===== config.mk =====
export PLATFORM = sky130hd
export DESIGN_NAME = salc_ctrl
export DESIGN_NICKNAME = d
export VERILOG_FILES = /design/src/set_assoc_lru_cache_directory_defines.svh /design/src/salc_pkg.sv /design/src/salc_ctrl.sv
export SDC_FILE = /design/constraint.sdc
export NUM_CORES = 1
export LEC_CHECK = 0
export BUFFER_PORTS_ARGS = -buffer_cell sky130_fd_sc_hd__buf_2
export CORE_AREA = 2 2 39 41
export DETAILED_ROUTE_END_ITERATION = 8
export DIE_AREA = 0 0 41 43
export PLACE_DENSITY = 0.51
export SLEW_MARGIN = 25
export SYNTH_ARGS = -nofsm -noshare
export SYNTH_HDL_FRONTEND = slang
export SYNTH_SLANG_ARGS = --single-unit

===== constraint.sdc =====
create_clock -name clk -period 1.44 [get_ports clk]
set_input_delay 0.288 -clock clk [delete_from_list [all_inputs] [get_ports clk]]
set_output_delay 0.288 -clock clk [all_outputs]
set_load 0.02 [all_outputs]

===== src/set_assoc_lru_cache_directory_defines.svh =====
// Assertion macros for the cache directory
`ifndef SET_ASSOC_LRU_CACHE_DIRECTORY_DEFINES_SVH
`define SET_ASSOC_LRU_CACHE_DIRECTORY_DEFINES_SVH
// Implication checked on every clock edge outside reset
`define SALC_ASSERT_IMP(label, clk, rst_n, a, b, msg) \
    label: assert property (@(posedge clk) disable iff (!rst_n) (a) |-> (b)) else $error(msg);
// Next-cycle implication
`define SALC_ASSERT_NEXT(label, clk, rst_n, a, b, msg) \
    label: assert property (@(posedge clk) disable iff (!rst_n) (a) |=> (b)) else $error(msg);
`endif


===== src/salc_pkg.sv =====
// Shared constants and types of the cache directory
package salc_pkg;
    localparam int TOTAL_LINES = 512;
    localparam int LINE_BYTES  = 32;
    localparam int MAX_WAYS    = 16;
    localparam int ADDR_BITS   = 32;
    localparam int SLOT_W      = $clog2(TOTAL_LINES);
    localparam int OFF_W       = $clog2(LINE_BYTES);
    localparam int BLOCK_W     = ADDR_BITS - OFF_W;
    localparam int WAY_W       = $clog2(MAX_WAYS);
    localparam int WL_W        = 3;
    localparam int STAMP_W     = 48;
    localparam int CNT_W       = 32;
    localparam int MAX_WL      = (MAX_WAYS < TOTAL_LINES) ? $clog2(MAX_WAYS)
                                                          : $clog2(TOTAL_LINES);

    localparam logic [1:0] CFG_WAYS     = 2'd0;
    localparam logic [1:0] CFG_ALLOC    = 2'd1;
    localparam logic [1:0] CFG_PREFETCH = 2'd2;

    localparam logic [1:0] PF_NONE   = 2'd0;
    localparam logic [1:0] PF_ALWAYS = 2'd1;
    localparam logic [1:0] PF_MISS   = 2'd2;

    typedef struct packed {
        logic load;      // latch request
        logic start;     // begin lookup of current block
        logic sel_next;  // look up next block
        logic step;      // scan one way
        logic commit;    // touch or fill
        logic do_fill;
        logic count;     // update counters
        logic set_pf;    // record prefetch fill
    } salc_cmd_t;

    typedef struct packed {
        logic scan_done;
        logic found;
        logic store;
        logic clearing;  // valid bits being cleared after reset
    } salc_sts_t;
endpackage


===== src/salc_ctrl.sv =====
// Sequencing controller for lookup, fill and prefetch
module salc_ctrl (
    input  logic                clk,
    input  logic                rst_n,
    input  logic                in_valid,
    output logic                in_stall,
    output logic                out_valid,
    input  logic                out_stall,
    input  logic                alloc_store,
    input  logic [1:0]          pf_mode,
    input  salc_pkg::salc_sts_t sts,
    output salc_pkg::salc_cmd_t cmd
);
    import salc_pkg::*;

    localparam logic [2:0] S_IDLE = 3'd0;
    localparam logic [2:0] S_DSCAN = 3'd1;
    localparam logic [2:0] S_DCOMMIT = 3'd2;
    localparam logic [2:0] S_PSTART = 3'd3;
    localparam logic [2:0] S_PSCAN = 3'd4;
    localparam logic [2:0] S_PCOMMIT = 3'd5;
    localparam logic [2:0] S_OUT = 3'd6;

    logic [2:0] state_reg, state_next;
    logic       hit_reg, hit_next;
    logic       do_pf;

    assign in_stall  = (state_reg != S_IDLE) || sts.clearing;
    assign out_valid = (state_reg == S_OUT);
    assign do_pf = (pf_mode == PF_ALWAYS) || ((pf_mode == PF_MISS) && !hit_reg);

    always_comb
    begin
        state_next = state_reg;
        hit_next   = hit_reg;
        cmd        = '0;
        unique case (state_reg)
            S_IDLE:
            begin
                if (in_valid && !sts.clearing)
                begin
                    cmd.load  = 1'b1;
                    cmd.start = 1'b1;
                    state_next = S_DSCAN;
                end
            end
            S_DSCAN:
            begin
                cmd.step = 1'b1;
                if (sts.scan_done)
                    state_next = S_DCOMMIT;
            end
            S_DCOMMIT:
            begin
                hit_next   = sts.found;
                cmd.count  = 1'b1;
                cmd.commit = sts.found || !sts.store || alloc_store;
                cmd.do_fill = !sts.found;
                state_next = S_PSTART;
            end
            S_PSTART:
            begin
                if (do_pf)
                begin
                    cmd.start    = 1'b1;
                    cmd.sel_next = 1'b1;
                    state_next   = S_PSCAN;
                end
                else
                    state_next = S_OUT;
            end
            S_PSCAN:
            begin
                cmd.step = 1'b1;
                if (sts.scan_done)
                    state_next = S_PCOMMIT;
            end
            S_PCOMMIT:
            begin
                cmd.commit  = 1'b1;
                cmd.do_fill = !sts.found;
                cmd.set_pf  = !sts.found;
                state_next  = S_OUT;
            end
            S_OUT:
            begin
                if (!out_stall)
                    state_next = S_IDLE;
            end
            default: state_next = S_IDLE;
        endcase
    end

    always_ff @(posedge clk or negedge rst_n)
    begin
        if (!rst_n)
        begin
            state_reg <= S_IDLE;
            hit_reg   <= 1'b0;
        end
        else
        begin
            state_reg <= state_next;
            hit_reg   <= hit_next;
        end
    end
endmodule


==> qor.log <==
[power_and_ir_drop] power per standard cell area 2140 mW/mm^2
[sta] count of final hold-check violations 0
[layout] final std cells w/o fill 91
[grt] number of global-route vias before repair 377
[critical_path] CP Data Required Time 1150 ps
[sta] unrepaired setup endpoints after global routing yes
[logic_synthesis] Yosys warning total 0
[sta] fin crit period 1690 ps
[layout] flip-flop count of the largest register, all copies and words added 3
[floorplanning] height of the chip 43 um
[critical_path] kind of critical path reg2out
[clock_network] maximum root-to-sink buffer count 2
[layout] most used cells in the layout excluding fill and tap cells sky130_fd_sc_hd__buf_4, sky130_fd_sc_hd__buf_2, sky130_fd_sc_hd__buf_6
[layout] share of final-layout standard cells stronger than drive strength 1 65.3%
[logic_synthesis] post-synth design cell area 343 sq um
[status] run status finished with violations
[sta] tightest hold margin 355 ps
[sta] worst slew slack as a fraction of its limit 82.8%
[worst_hold_path] Tightest Hold Check Type in2reg
[logic_synthesis] fraction of registers with async set or reset after synthesis 100%
[sta] Max Slew Vio Count 0
[logic_synthesis] sequential area share after synthesis 29.2%
[layout] most common cell after layout, fill and taps aside sky130_fd_sc_hd__buf_4
[logic_synthesis] Unique masters post-synth 23
[floorplanning] die boundary width 41 um
[power_and_ir_drop] maximum vdd drop 0.000990 V
[layout] area overhead of the layout relative to synthesis 94.5%
[sta] smallest setup slack after layout -246 ps
[routing] mean routed wirelength per cell 11.2 um
[placed_design] pre-CTS setup slack 91.6 ps
[clock_network] H-tree depth reported by CTS 1
[sta] Max Freq 0.593 GHz
[routing] Final Routed Wirelength 1020 um
[routing] total via count after detailed routing 417
[routing] Vias/cell 4.58
[placed_design] number of placed instances with taps included 81
[clock_network] cts bufs inserted 3
[routing] post-route ant nets 0
[placed_design] half-perimeter wire length after detailed placement 604 um
[routing] post-detailed-route DRC marker count 0
[floorplanning] initial core utilization 24.8%
[sta] slew of the pin with the lowest slew margin 257 ps
[critical_path] slack of the worst reg-to-reg path 220 ps
[layout] final core area utilization 48.2%
[critical_path] kind of launch point of the worst setup path flop
[clock_network] clock latency at the later pin of the worst-skew pair 230 ps
[critical_path] critical path launch point hit_reg
[grt] antenna violations before repair 0
[grt] first-pass GRT wire length 1340 um
[routing] initial DRC count 3
[floorplanning] row count 14
[status] violations in the final reports setup timing
[grt] global route total overflow 0
[sta] setup skew after layout 2.24 ps
[logic_synthesis] Synth Instances 43
[grt] global-route total usage across every layer 10.9%
[layout] Total Nets Final 88
[logic_synthesis] FF+latch count, synth 4
[critical_path] crit-path max FO 2
[clock_network] clock root buffer sky130_fd_sc_hd__clkbuf_4
[floorplanning] die area 0.00176 sq mm
[grt] largest net degree at the start of global routing 7
[logic_synthesis] Avg Inst Size Synth 7.97 sq um
[critical_path] endpoint of the most critical register-to-register path state_reg[1]
[clock_network] clk slew on worst S/H paths 40 ps
[sta] total of endpoints with negative setup slack in the final report 7
[layout] diode insertion count for antenna repair 0
[routing] DRT Pass-1 Iters 2
[critical_path] endpoint of the most critical setup path cmd[6]
[floorplanning] I/O pin total 21
[clock_network] clk sink count 4
[floorplanning] core area 0.00138 sq mm
[critical_path] Arr. time, crit path 1400 ps
[placed_design] routability congestion estimate 0.604
[job] number of max-cap violations 0
[placed_design] number of port buffers 20
[logic_synthesis] Synth Flop Type sky130_fd_sc_hd__dfrtp_1
[power_and_ir_drop] leakage power summed over all cells 0.324 nW
[logic_synthesis] post-synthesis net count 54
[logic_synthesis] EDFF count, synth 0
[sta] final period utilization 117%
[critical_path] Crit. End Element output pin
[clock_network] clock tree from TritonCTS built
[sta] Setup TNS -708 ps
[critical_path] cell count of the worst reg-to-reg path 4
[critical_path] startpoint of the most critical register-to-register path hit_reg
[worst min-delay path by stage]
stage | depth (start not counted) | start | to
2_1_floorplan | 0 | rst_n | hit_reg
3_3_place_gp | 1 | rst_n | hit_reg
3_5_place_dp | 1 | rst_n | hit_reg
4_1_cts | 2 | sts[2] | hit_reg
5_1_grt | 2 | sts[2] | hit_reg
6_report | 2 | sts[2] | hit_reg
[report_power, final]
group          total, W  internal (W)  switching (W)
logic           0.00102      0.000544       0.000475
clock network  0.000135     0.0000929      0.0000416
registers      0.000276      0.000177      0.0000986
[synth_stat cells (2+ instances only)]
cell type,n,area (sq um)
sky130_fd_sc_hd__nor3b_1,3,22.5
sky130_fd_sc_hd__dfrtp_1,4,100
sky130_fd_sc_hd__a21oi_1,4,20.0
sky130_fd_sc_hd__o21ai_0,2,10.0
sky130_fd_sc_hd__o21ai_1,2,10.0
sky130_fd_sc_hd__nor2_1,6,22.5
sky130_fd_sc_hd__nand2_1,4,15.0
sky130_fd_sc_hd__nor2b_1,2,12.5
sky130_fd_sc_hd__buf_4,2,15.0
[logic make-up (layout without fill, tap and decap cells)]
logic type,Yosys count,in the layout,share of synthesized area [%]
compound gates,11,11,18.3
mux,1,1,4.38
flops,4,4,29.2
xor+xnor,1,1,2.56
buf+inv,4,36,8.76
simple gates,22,22,36.9
[what timing repair did]
| action | 4_1_cts | 5_1_grt |
|---|---|---|
| hold buffers | 1 | 0 |
| gates resized for setup | 6 | 30 |
| endpoints found under the hold margin | 4 | 0 |
| endpoints found under the setup margin | 9 | 10 |
| buffers inserted | 5 | 1 |
| pin swaps | 2 | 7 |
| cloned | 0 | 0 |
[layer usage]
metal  global-route usage, %  routed length (um)  up-vias
met3                    1.57                  53        0
met5                       0                   0        -
li1                        -                   -      216
met1                    13.7                 431      191
met4                    6.00                   0        0
met2                    16.9                 533       10
[layout make-up]
class                      instances  area [sq um]
clock buffer                       3          22.5
timing repair buffer              32           248
fill                             147           717
sequential                         4           104
inverter                           1          3.75
tap                               16          20.0
multi-input combinational         35           269
[worst max-delay path: stages, from the launching register on]
cell	delay (ps)
sky130_fd_sc_hd__dfrtp_1	390
sky130_fd_sc_hd__nor3b_2	280
sky130_fd_sc_hd__o211ai_1	160
sky130_fd_sc_hd__a21oi_1	180
sky130_fd_sc_hd__buf_4	170
[through the flow]
step	total power [W]	instance area (sq um)
floorplan	0.000726	348
global placement	0.000930	479
detailed placement	0.000923	479
CTS	0.00117	559
global route	0.00153	667
finish	0.00143	667
(Power assumes the default switching activity.)
